$ cat src/cutk_pkg.sv
// ----------------------------------------------------------------------------
// cutk_pkg
// Shared types, constants and decode functions of the Cyrillic key tokenizer.
// ----------------------------------------------------------------------------
`default_nettype none

package cutk_pkg;

	localparam int unsigned MAX_SYMBOLS_DEF = 255;
	localparam logic [7:0]  LIMIT_RESET     = 8'hFF;

	localparam logic [7:0] LEAD_BYTE_D0 = 8'hD0;
	localparam logic [7:0] LEAD_BYTE_D1 = 8'hD1;
	localparam logic [7:0] BYTE_NUL     = 8'h00;
	localparam logic [7:0] BYTE_DASH    = 8'h2D;
	localparam logic [7:0] BYTE_USCORE  = 8'h5F;
	localparam logic [7:0] BYTE_DOT     = 8'h2E;
	localparam logic [7:0] BYTE_ZERO    = 8'h30;
	localparam logic [7:0] BYTE_NINE    = 8'h39;
	localparam logic [7:0] BYTE_YO_D0   = 8'h81;
	localparam logic [7:0] BYTE_YO_D1   = 8'h91;

	localparam logic [5:0] SYM_NONE   = 6'd0;
	localparam logic [5:0] SYM_YO     = 6'd33;
	localparam logic [5:0] SYM_DASH   = 6'd34;
	localparam logic [5:0] SYM_USCORE = 6'd35;
	localparam logic [5:0] SYM_DOT    = 6'd36;
	localparam logic [5:0] SYM_DIGIT0 = 6'd37;
	localparam logic [5:0] SYM_LAST   = 6'd46;

	localparam logic [5:0] TAB_FIRST_HALF [16] = '{
		6'd3, 6'd21, 6'd9, 6'd19, 6'd13, 6'd2, 6'd25, 6'd20,
		6'd4, 6'd23, 6'd11, 6'd10, 6'd12, 6'd5, 6'd1, 6'd14
	};
	localparam logic [5:0] TAB_SECOND_HALF [16] = '{
		6'd8, 6'd7, 6'd6, 6'd15, 6'd31, 6'd24, 6'd28, 6'd22,
		6'd26, 6'd29, 6'd32, 6'd17, 6'd18, 6'd30, 6'd27, 6'd16
	};

	typedef enum logic [1:0] {
		LEAD_NONE = 2'd0,
		LEAD_D0   = 2'd1,
		LEAD_D1   = 2'd2
	} lead_t;

	typedef enum logic [1:0] {
		CAUSE_NUL      = 2'd0,
		CAUSE_UNMAPPED = 2'd1,
		CAUSE_LIMIT    = 2'd2
	} cause_t;

	typedef struct packed {
		lead_t      pending_lead;
		logic [7:0] byte_index;
		logic [7:0] symbols_made;
		logic       key_stopped;
	} state_t;

	localparam state_t STATE_ARMED = '{
		pending_lead: LEAD_NONE, byte_index: 8'd0, symbols_made: 8'd0, key_stopped: 1'b0
	};

	typedef struct packed {
		logic       symbol_valid;
		logic [5:0] symbol;
		logic       key_done;
		logic [7:0] symbol_count;
		logic [5:0] size_class;
		logic [6:0] header_word;
		logic [7:0] bytes_used;
		cause_t     stop_cause;
	} result_t;

	function automatic logic [5:0] map_single(input logic [7:0] b);
		logic [7:0] ofs;
		ofs = b - BYTE_ZERO;
		if (b == BYTE_DASH)
			return SYM_DASH;
		else if (b == BYTE_USCORE)
			return SYM_USCORE;
		else if (b == BYTE_DOT)
			return SYM_DOT;
		else if (b >= BYTE_ZERO && b <= BYTE_NINE)
			return SYM_DIGIT0 + ofs[5:0];
		else
			return SYM_NONE;
	endfunction

	function automatic logic [5:0] map_pair(input lead_t lead, input logic [7:0] b);
		if (lead == LEAD_D0) begin
			if (b == BYTE_YO_D0)
				return SYM_YO;
			else if (b[7:4] == 4'h9 || b[7:4] == 4'hB)
				return TAB_FIRST_HALF[b[3:0]];
			else if (b[7:4] == 4'hA)
				return TAB_SECOND_HALF[b[3:0]];
			else
				return SYM_NONE;
		end else begin
			if (b[7:4] == 4'h8)
				return TAB_SECOND_HALF[b[3:0]];
			else if (b == BYTE_YO_D1)
				return SYM_YO;
			else
				return SYM_NONE;
		end
	endfunction

	// (count + 1) / 5 by reciprocal 205/1024, exact for count up to 255
	function automatic logic [5:0] size_class_of(input logic [7:0] count);
		logic [8:0]  n;
		logic [16:0] p;
		n = {1'b0, count} + 9'd1;
		p = 17'(n) * 17'd205;
		return p[15:10];
	endfunction

endpackage

`default_nettype wire

$ cat src/cutk_if.sv
// ----------------------------------------------------------------------------
// cutk_if
// Valid/ready channels of the key tokenizer: key bytes in, results out.
// ----------------------------------------------------------------------------
`default_nettype none

interface cutk_in_if;
	logic       valid;
	logic       ready;
	logic [7:0] in_byte;
	logic       end_of_buffer;

	modport source(output valid, output in_byte, output end_of_buffer, input ready);
	modport sink(input valid, input in_byte, input end_of_buffer, output ready);
endinterface

interface cutk_out_if;
	logic       valid;
	logic       ready;
	logic       symbol_valid;
	logic [5:0] symbol;
	logic       key_done;
	logic [7:0] symbol_count;
	logic [5:0] size_class;
	logic [6:0] header_word;
	logic [7:0] bytes_used;
	logic [1:0] stop_cause;

	modport source(
		output valid, output symbol_valid, output symbol, output key_done,
		output symbol_count, output size_class, output header_word,
		output bytes_used, output stop_cause, input ready
	);
	modport sink(
		input valid, input symbol_valid, input symbol, input key_done,
		input symbol_count, input size_class, input header_word,
		input bytes_used, input stop_cause, output ready
	);
endinterface

`default_nettype wire

$ cat src/cutk_step.sv
// ----------------------------------------------------------------------------
// cutk_step
// Per-byte decode: next key state and the result, if any, for one byte.
// ----------------------------------------------------------------------------
`default_nettype none

module cutk_step #(
	parameter int unsigned MAX_SYMBOLS = cutk_pkg::MAX_SYMBOLS_DEF
) (
	input  cutk_pkg::state_t  st,
	input  logic [7:0]        in_byte,
	input  logic              end_of_buffer,
	input  logic [7:0]        limit,
	output cutk_pkg::state_t  nxt,
	output logic              res_valid,
	output cutk_pkg::result_t res
);

	localparam logic [7:0] SYM_CAP = 8'(MAX_SYMBOLS);

	logic            sv;
	logic            done;
	logic [5:0]      sym;
	cutk_pkg::cause_t cause;
	logic [7:0]      used;
	logic [7:0]      bi;
	logic [7:0]      sm;
	cutk_pkg::lead_t lead;
	logic [5:0]      cls;

	always_comb begin
		sv    = 1'b0;
		done  = 1'b0;
		sym   = cutk_pkg::SYM_NONE;
		cause = cutk_pkg::CAUSE_NUL;
		used  = 8'd0;
		bi    = st.byte_index;
		sm    = st.symbols_made;
		lead  = st.pending_lead;
		nxt   = st;

		if (st.key_stopped) begin
			if (end_of_buffer)
				nxt = cutk_pkg::STATE_ARMED;
		end else begin
			if (st.pending_lead == cutk_pkg::LEAD_NONE) begin
				if (bi >= limit) begin
					done  = 1'b1;
					cause = cutk_pkg::CAUSE_LIMIT;
					used  = bi;
				end else if (in_byte == cutk_pkg::BYTE_NUL) begin
					done  = 1'b1;
					cause = cutk_pkg::CAUSE_NUL;
					used  = bi;
				end else if (in_byte == cutk_pkg::LEAD_BYTE_D0 ||
						in_byte == cutk_pkg::LEAD_BYTE_D1) begin
					if (({1'b0, bi} + 9'd1 >= {1'b0, limit}) || end_of_buffer) begin
						done  = 1'b1;
						cause = cutk_pkg::CAUSE_LIMIT;
						used  = bi;
					end else begin
						lead = (in_byte == cutk_pkg::LEAD_BYTE_D0) ?
							cutk_pkg::LEAD_D0 : cutk_pkg::LEAD_D1;
						bi   = bi + 8'd1;
					end
				end else begin
					sym = cutk_pkg::map_single(in_byte);
					if (sym == cutk_pkg::SYM_NONE) begin
						done  = 1'b1;
						cause = cutk_pkg::CAUSE_UNMAPPED;
						used  = bi;
					end else begin
						sv = 1'b1;
						sm = sm + 8'd1;
						bi = bi + 8'd1;
					end
				end
			end else begin
				sym  = cutk_pkg::map_pair(st.pending_lead, in_byte);
				lead = cutk_pkg::LEAD_NONE;
				if (sym == cutk_pkg::SYM_NONE) begin
					done  = 1'b1;
					cause = cutk_pkg::CAUSE_UNMAPPED;
					used  = bi;
				end else begin
					sv = 1'b1;
					sm = sm + 8'd1;
					bi = bi + 8'd1;
				end
			end

			if (!done && (end_of_buffer || bi >= limit || sm >= SYM_CAP)) begin
				done  = 1'b1;
				cause = cutk_pkg::CAUSE_LIMIT;
				used  = bi;
			end

			nxt.pending_lead = lead;
			nxt.byte_index   = bi;
			nxt.symbols_made = sm;
			if (done) begin
				if (end_of_buffer)
					nxt = cutk_pkg::STATE_ARMED;
				else
					nxt.key_stopped = 1'b1;
			end
		end
	end

	assign cls       = cutk_pkg::size_class_of(sm);
	assign res_valid = sv || done;

	always_comb begin
		res              = '0;
		res.symbol_valid = sv;
		res.symbol       = sv ? sym : cutk_pkg::SYM_NONE;
		res.key_done     = done;
		if (done) begin
			res.symbol_count = sm;
			res.size_class   = cls;
			res.header_word  = {cls, 1'b1};
			res.bytes_used   = used;
			res.stop_cause   = cause;
		end
	end

endmodule

`default_nettype wire

$ cat src/cyrillic_utf8_key_tokenizer.sv
// ----------------------------------------------------------------------------
// cyrillic_utf8_key_tokenizer
// Turns a byte stream of key text into Cyrillic/ASCII symbol codes and a
// per-key summary (count, size class, header word, bytes used, stop cause).
//
//   channel   dir   modport  beat carries
//   key_in    in    sink     in_byte, end_of_buffer
//   tok_out   out   source   symbol fields and key summary
//   cfg_we    in    -        max_source_bytes write (cfg_wdata)
//
// One byte per clock sustained while tok_out keeps taking results; a key_in
// beat reaches tok_out through the input register, then the decode into the
// result register. A byte that yields no result leaves no beat on tok_out.
// key_in stays ready while the result register is taken or empty; a stalled
// result holds only the input register behind it.
// arst_n clears key state and sets the byte limit to 255.
// ----------------------------------------------------------------------------
`default_nettype none

module cyrillic_utf8_key_tokenizer #(
	parameter int unsigned MAX_SYMBOLS = cutk_pkg::MAX_SYMBOLS_DEF
) (
	input  logic              clk,
	input  logic              arst_n,
	input  logic              cfg_we,
	input  logic [7:0]        cfg_wdata,
	cutk_in_if.sink           key_in,
	cutk_out_if.source        tok_out
);

	logic [7:0]        limit_q;
	logic              valid_s1;
	logic [7:0]        byte_s1;
	logic              eob_s1;
	cutk_pkg::state_t  st_q;
	cutk_pkg::state_t  st_nxt;
	logic              out_valid_q;
	cutk_pkg::result_t res_q;
	cutk_pkg::result_t res_nxt;
	logic              res_valid;
	logic              advance;

	assign advance      = !out_valid_q || tok_out.ready;
	assign key_in.ready = arst_n && (!valid_s1 || advance);

	always_ff @(posedge clk or negedge arst_n) begin
		if (!arst_n)
			limit_q <= cutk_pkg::LIMIT_RESET;
		else if (cfg_we)
			limit_q <= cfg_wdata;
	end

	always_ff @(posedge clk or negedge arst_n) begin
		if (!arst_n)
			valid_s1 <= 1'b0;
		else if (key_in.ready)
			valid_s1 <= key_in.valid;
	end

	always_ff @(posedge clk) begin
		if (key_in.ready && key_in.valid) begin
			byte_s1 <= key_in.in_byte;
			eob_s1  <= key_in.end_of_buffer;
		end
	end

	cutk_step #(
		.MAX_SYMBOLS(MAX_SYMBOLS)
	) u_step (
		.st           (st_q),
		.in_byte      (byte_s1),
		.end_of_buffer(eob_s1),
		.limit        (limit_q),
		.nxt          (st_nxt),
		.res_valid    (res_valid),
		.res          (res_nxt)
	);

	// advance key state and load the result when the stage moves
	always_ff @(posedge clk or negedge arst_n) begin
		if (!arst_n) begin
			st_q        <= cutk_pkg::STATE_ARMED;
			out_valid_q <= 1'b0;
		end else if (advance) begin
			out_valid_q <= valid_s1 && res_valid;
			if (valid_s1)
				st_q <= st_nxt;
		end
	end

	always_ff @(posedge clk) begin
		if (advance && valid_s1 && res_valid)
			res_q <= res_nxt;
	end

	assign tok_out.valid        = out_valid_q;
	assign tok_out.symbol_valid = res_q.symbol_valid;
	assign tok_out.symbol       = res_q.symbol;
	assign tok_out.key_done     = res_q.key_done;
	assign tok_out.symbol_count = res_q.symbol_count;
	assign tok_out.size_class   = res_q.size_class;
	assign tok_out.header_word  = res_q.header_word;
	assign tok_out.bytes_used   = res_q.bytes_used;
	assign tok_out.stop_cause   = res_q.stop_cause;

	a_pending_has_lead: assert property (@(posedge clk) disable iff (!arst_n)
		st_q.pending_lead != cutk_pkg::LEAD_NONE |-> st_q.byte_index != 8'd0)
		else $error("pending lead with no byte consumed");

	a_count_le_used: assert property (@(posedge clk) disable iff (!arst_n)
		out_valid_q && res_q.key_done |-> res_q.symbol_count <= res_q.bytes_used)
		else $error("symbol count exceeds bytes used");

	a_symbol_range: assert property (@(posedge clk) disable iff (!arst_n)
		out_valid_q && res_q.symbol_valid |->
			res_q.symbol != cutk_pkg::SYM_NONE && res_q.symbol <= cutk_pkg::SYM_LAST)
		else $error("symbol code out of range");

	a_header_word: assert property (@(posedge clk) disable iff (!arst_n)
		out_valid_q && res_q.key_done |-> res_q.header_word == {res_q.size_class, 1'b1})
		else $error("header word does not match size class");

	a_beat_has_content: assert property (@(posedge clk) disable iff (!arst_n)
		out_valid_q |-> res_q.symbol_valid || res_q.key_done)
		else $error("empty result beat");

endmodule

`default_nettype wire

$ cat src/flat_wrapper.sv
// flat-port wrapper written by rule: the top's interface ports become plain ports
module cyrillic_utf8_key_tokenizer_flat 
#(
	parameter int unsigned MAX_SYMBOLS = cutk_pkg::MAX_SYMBOLS_DEF
)
  (clk, arst_n, cfg_we, cfg_wdata, key_in_valid, key_in_in_byte, key_in_end_of_buffer, key_in_ready, tok_out_valid, tok_out_symbol_valid, tok_out_symbol, tok_out_key_done, tok_out_symbol_count, tok_out_size_class, tok_out_header_word, tok_out_bytes_used, tok_out_stop_cause, tok_out_ready);
  cutk_in_if key_in_i ();
  cutk_out_if tok_out_i ();
  input  logic clk;
  input  logic arst_n;
  input  logic cfg_we;
  input  logic [7:0] cfg_wdata;
  input wire logic [$bits(key_in_i.valid)-1:0] key_in_valid;
  input wire logic [$bits(key_in_i.in_byte)-1:0] key_in_in_byte;
  input wire logic [$bits(key_in_i.end_of_buffer)-1:0] key_in_end_of_buffer;
  output wire logic [$bits(key_in_i.ready)-1:0] key_in_ready;
  output wire logic [$bits(tok_out_i.valid)-1:0] tok_out_valid;
  output wire logic [$bits(tok_out_i.symbol_valid)-1:0] tok_out_symbol_valid;
  output wire logic [$bits(tok_out_i.symbol)-1:0] tok_out_symbol;
  output wire logic [$bits(tok_out_i.key_done)-1:0] tok_out_key_done;
  output wire logic [$bits(tok_out_i.symbol_count)-1:0] tok_out_symbol_count;
  output wire logic [$bits(tok_out_i.size_class)-1:0] tok_out_size_class;
  output wire logic [$bits(tok_out_i.header_word)-1:0] tok_out_header_word;
  output wire logic [$bits(tok_out_i.bytes_used)-1:0] tok_out_bytes_used;
  output wire logic [$bits(tok_out_i.stop_cause)-1:0] tok_out_stop_cause;
  input wire logic [$bits(tok_out_i.ready)-1:0] tok_out_ready;
  assign key_in_i.valid = key_in_valid;
  assign key_in_i.in_byte = key_in_in_byte;
  assign key_in_i.end_of_buffer = key_in_end_of_buffer;
  assign key_in_ready = key_in_i.ready;
  assign tok_out_valid = tok_out_i.valid;
  assign tok_out_symbol_valid = tok_out_i.symbol_valid;
  assign tok_out_symbol = tok_out_i.symbol;
  assign tok_out_key_done = tok_out_i.key_done;
  assign tok_out_symbol_count = tok_out_i.symbol_count;
  assign tok_out_size_class = tok_out_i.size_class;
  assign tok_out_header_word = tok_out_i.header_word;
  assign tok_out_bytes_used = tok_out_i.bytes_used;
  assign tok_out_stop_cause = tok_out_i.stop_cause;
  assign tok_out_i.ready = tok_out_ready;
  cyrillic_utf8_key_tokenizer #(.MAX_SYMBOLS(MAX_SYMBOLS)) u_core (.clk(clk), .arst_n(arst_n), .cfg_we(cfg_we), .cfg_wdata(cfg_wdata), .key_in(key_in_i), .tok_out(tok_out_i));
endmodule
$ cat config.mk
export PLATFORM = sky130hd
export DESIGN_NAME = cyrillic_utf8_key_tokenizer_flat
export DESIGN_NICKNAME = d
export VERILOG_FILES = /design/src/cutk_pkg.sv /design/src/cutk_if.sv /design/src/cutk_step.sv /design/src/cyrillic_utf8_key_tokenizer.sv /design/src/flat_wrapper.sv
export SDC_FILE = /design/constraint.sdc
export NUM_CORES = 1
export LEC_CHECK = 0
export BUFFER_PORTS_ARGS = -buffer_cell sky130_fd_sc_hd__clkbuf_2
export CAP_MARGIN = 10
export CORE_ASPECT_RATIO = 0.7
export CORE_UTILIZATION = 60
export DETAILED_ROUTE_END_ITERATION = 10
export GPL_TIMING_DRIVEN = 0
export PLACE_DENSITY = 0.84
export SETUP_SLACK_MARGIN = 0.15
export SLEW_MARGIN = 20
export SYNTH_ARGS = -nofsm -noshare
export SYNTH_HDL_FRONTEND = slang
export SYNTH_HIERARCHICAL = 1
export SYNTH_SLANG_ARGS = --single-unit
$ cat constraint.sdc
create_clock -name clk -period 16.7 [get_ports clk]
set_input_delay 3.34 -clock clk [delete_from_list [all_inputs] [get_ports clk]]
set_output_delay 3.34 -clock clk [all_outputs]
set_load 0.01 [all_outputs]
==> flow_summary.toml <==
[cts]
root_buffer = "clkbuf_16"
cts_setup_buffers = 0
ctsHoldBuffers = 0
cts.sinks = 77
ctsResizeCount = 0
cts_buffers = 9
clk_path_buf_depth = 2
path_clk_slew_ns = 0.07
tritoncts = "done"
htreeDepth = 3
clkLatencyLatePin_ns = 0.35

[power]
powerDensity_nw_per_um2 = 75.00
ir_drop_mv = 0.05194
p_total_uw = 583.7
p_leak_nw = 3.612

[critical_path]
critPathMaxFanout = 7
crit_buf_inv = 7
endpoint_kind = "flop"
cp.arrival_ns = 8.89
crit_type = "reg2reg"
r2r-start = "u_core/byte_s1[0]$_DFFE_PP_"
critical-path-top-delay-family = "adder cells"
setup.worst_path.start = "u_core/byte_s1[0]$_DFFE_PP_"
cp_slowest_cell = "o41ai_4"
start_kind = "flop"
crit_required_ns = 16.81
worst-path-stages = 33
cpPeakStageDelay_ns = 0.58
r2r_cells = 33

[finish]
final_util_pct = 69.67
nNetsFinal = 884
syn2layout_area_growth_pct = 11.69
instances_no_fill = 933
antennaDiodeCount = 0
drive_gt1_share_pct = 22.18
fin_area_um2 = 7782

[timing]
final.setup.worst_slack_ns = 7.922
setup_viol_count_final = 0
clock_skew_ns = 0.009220
hold_slack_ns = 0.5244
tightest_slew_ns = 1.097
final-hold-violation-count = 0
period_minus_slack_ns = 8.778
finalMaxSlewViolations = 0
finalCritPeriodShare_pct = 52.56
rsz0062_at_grt = "false"
max_freq_mhz = 113.9
tns_ns = 0
maxSlewHeadroom_pct = 26.24

[placed_design]
place_ws_ns = 8.097
io_buffers = 61
place_hpwl_mm = 13.01
dp_cells = 917
place_congestion = 0.9241
place_area_um2 = 7500

[yosys]
yosysTopAreaCellShare_pct = 20.69
yosys_most_used_dff = "edfxtp_1"
syn_avg_cell_area_um2 = 9.926
syn_area_um2 = 6968
synth_cells = 702
async_reset_ff_share_pct = 37.66
synth-edff-count = 48
synth.distinct_cells = 92
synth_seq_cells = 77
synth_area_leaders = "edfxtp_1 (21%), ha_1 (13%), dfrtp_1 (7.5%)"
yosysWarningCount = 6
ys_seq_area_share_pct = 31.24
synth_nets = 811
yosysTopAreaCell = "edfxtp_1"

[floorplan]
row_count = 32
die_w_um = 130.8
start_util_pct = 62.38
ioPinCount = 63
die_h_um = 92.16
die_area_um2 = 12060
core_um2 = 11170

[global_route]
antenna_found_initial = 0
globalRouteOverflowTotal = 0
grt_pass1_vias = 5550
grt_start_max_net_pins = 32
track_usage_pct = 30.73
grt_pass1_wl_mm = 28.32

[hold_path]
hold_path_class = "reg2reg"
hold_depth = 1
worstHoldStart = "u_core/st_q[6]$_DFFE_PN0P_"

[run]
drv_cap = 0

[route]
wl_met2_mm = 7.551
vias_per_cell = 6.178
initialDrtViolationCount = 607
post_drt_wl_per_cell_um = 18.48
vias = 5764
wirelength_met1_mm = 8.128
ant_nets = 0
drc = 0
top_layer = "met4"
firstDrtPassIters = 8
routed_wl_mm = 17.24
met3_length_mm = 1.377

[status]
outcome = "complete, no violations"
==> final cells by class <==
class                           count  area [µm²]
Clock inverter                      7       57.56
Timing Repair Buffer               62       332.8
Inverter                           60       235.2
Fill cell                         843        3388
Tap cell                          153       191.4
Buffer                             36       215.2
Multi-Input combinational cell    529        4348
Sequential cell                    77        2177
Clock buffer                        9       225.2
==> where the power goes <==
| group | internal [mW] | switching, mW | leakage, nW |
|---|---|---|---|
| logic | 0.0585 | 0.0941 | 2.65 |
| registers | 0.229 | 0.0137 | 0.829 |
| clock network | 0.102 | 0.0859 | 0.129 |
==> layer usage <==
layer / vias to the layer above / GRT usage (%)
li1: 2669 / -
met1: 2800 / 45.02
met2: 274 / 45.81
met3: 21 / 5.951
met4: 0 / 8.716
met5: - / 0
==> sequential cells by signal (all words and copies together), names as in the netlist <==
register	cells
u_core/eob_s1	1
u_core/tok_out.symbol	6
u_core/tok_out.symbol_count	8
u_core/tok_out.size_class	6
u_core/st_q	19
u_core/tok_out.symbol_valid	1
u_core/tok_out.bytes_used	8
u_core/tok_out.valid	1
u_core/valid_s1	1
u_core/tok_out.key_done	1
u_core/tok_out.header_word	7
u_core/tok_out.stop_cause	2
u_core/byte_s1	8
u_core/limit_q	8
==> cell usage after synthesis, types with 14 or more instances <==
library cell and number:
nand3_1 14, dfrtp_1 21, nor2_1 64, xnor2_1 31, a21oi_1 39, clkbuf_1 16, o21ai_0 17, edfxtp_1 48
inv_1 56, ha_1 73, fa_1 14, mux2_2 17, nand2_1 47
==> cell usage in the layout (no fill, tap or decap), types with 16 or more instances in the layout <==
| master | synthesis | final |
|---|---|---|
| a21oi_1 | 39 | 39 |
| o21ai_0 | 17 | 17 |
| clkbuf_2 | 0 | 61 |
| nor2_1 | 64 | 63 |
| ha_1 | 73 | 73 |
| dfrtp_1 | 21 | 21 |
| nand2_1 | 47 | 47 |
| xnor2_1 | 31 | 31 |
| clkbuf_1 | 16 | 16 |
| mux2_2 | 17 | 17 |
| inv_1 | 56 | 56 |
| edfxtp_1 | 48 | 48 |
==> kinds of logic (layout without fill, tap and decap cells) <==
logic type / Yosys count / after routing / synth area share (%)
AOI/OAI and AO/OA: 140 / 140 / 14.81
buffers and inverters: 96 / 174 / 6.464
xor gates and xnor gates: 49 / 49 / 7.057
DFF: 77 / 77 / 31.24
muxes: 41 / 41 / 7.344
and+or+nand+nor: 212 / 212 / 15.95
adders and majority gates: 87 / 87 / 17.13
==> final timing paths <==
check	slack (ns)	endpoint
setup reg to reg	7.92	u_core/tok_out.size_class[5]$_DFFE_PP_
max in group asynchronous	13.00	u_core/st_q[7]$_DFFE_PN0P_
hold reg to reg	0.52	u_core/st_q[6]$_DFFE_PN0P_
hold / removal	0.52	u_core/st_q[6]$_DFFE_PN0P_
min in group asynchronous	3.13	u_core/st_q[0]$_DFFE_PN0P_
setup / recovery	7.92	u_core/tok_out.size_class[5]$_DFFE_PP_
Power figures use the tool's default switching activity.
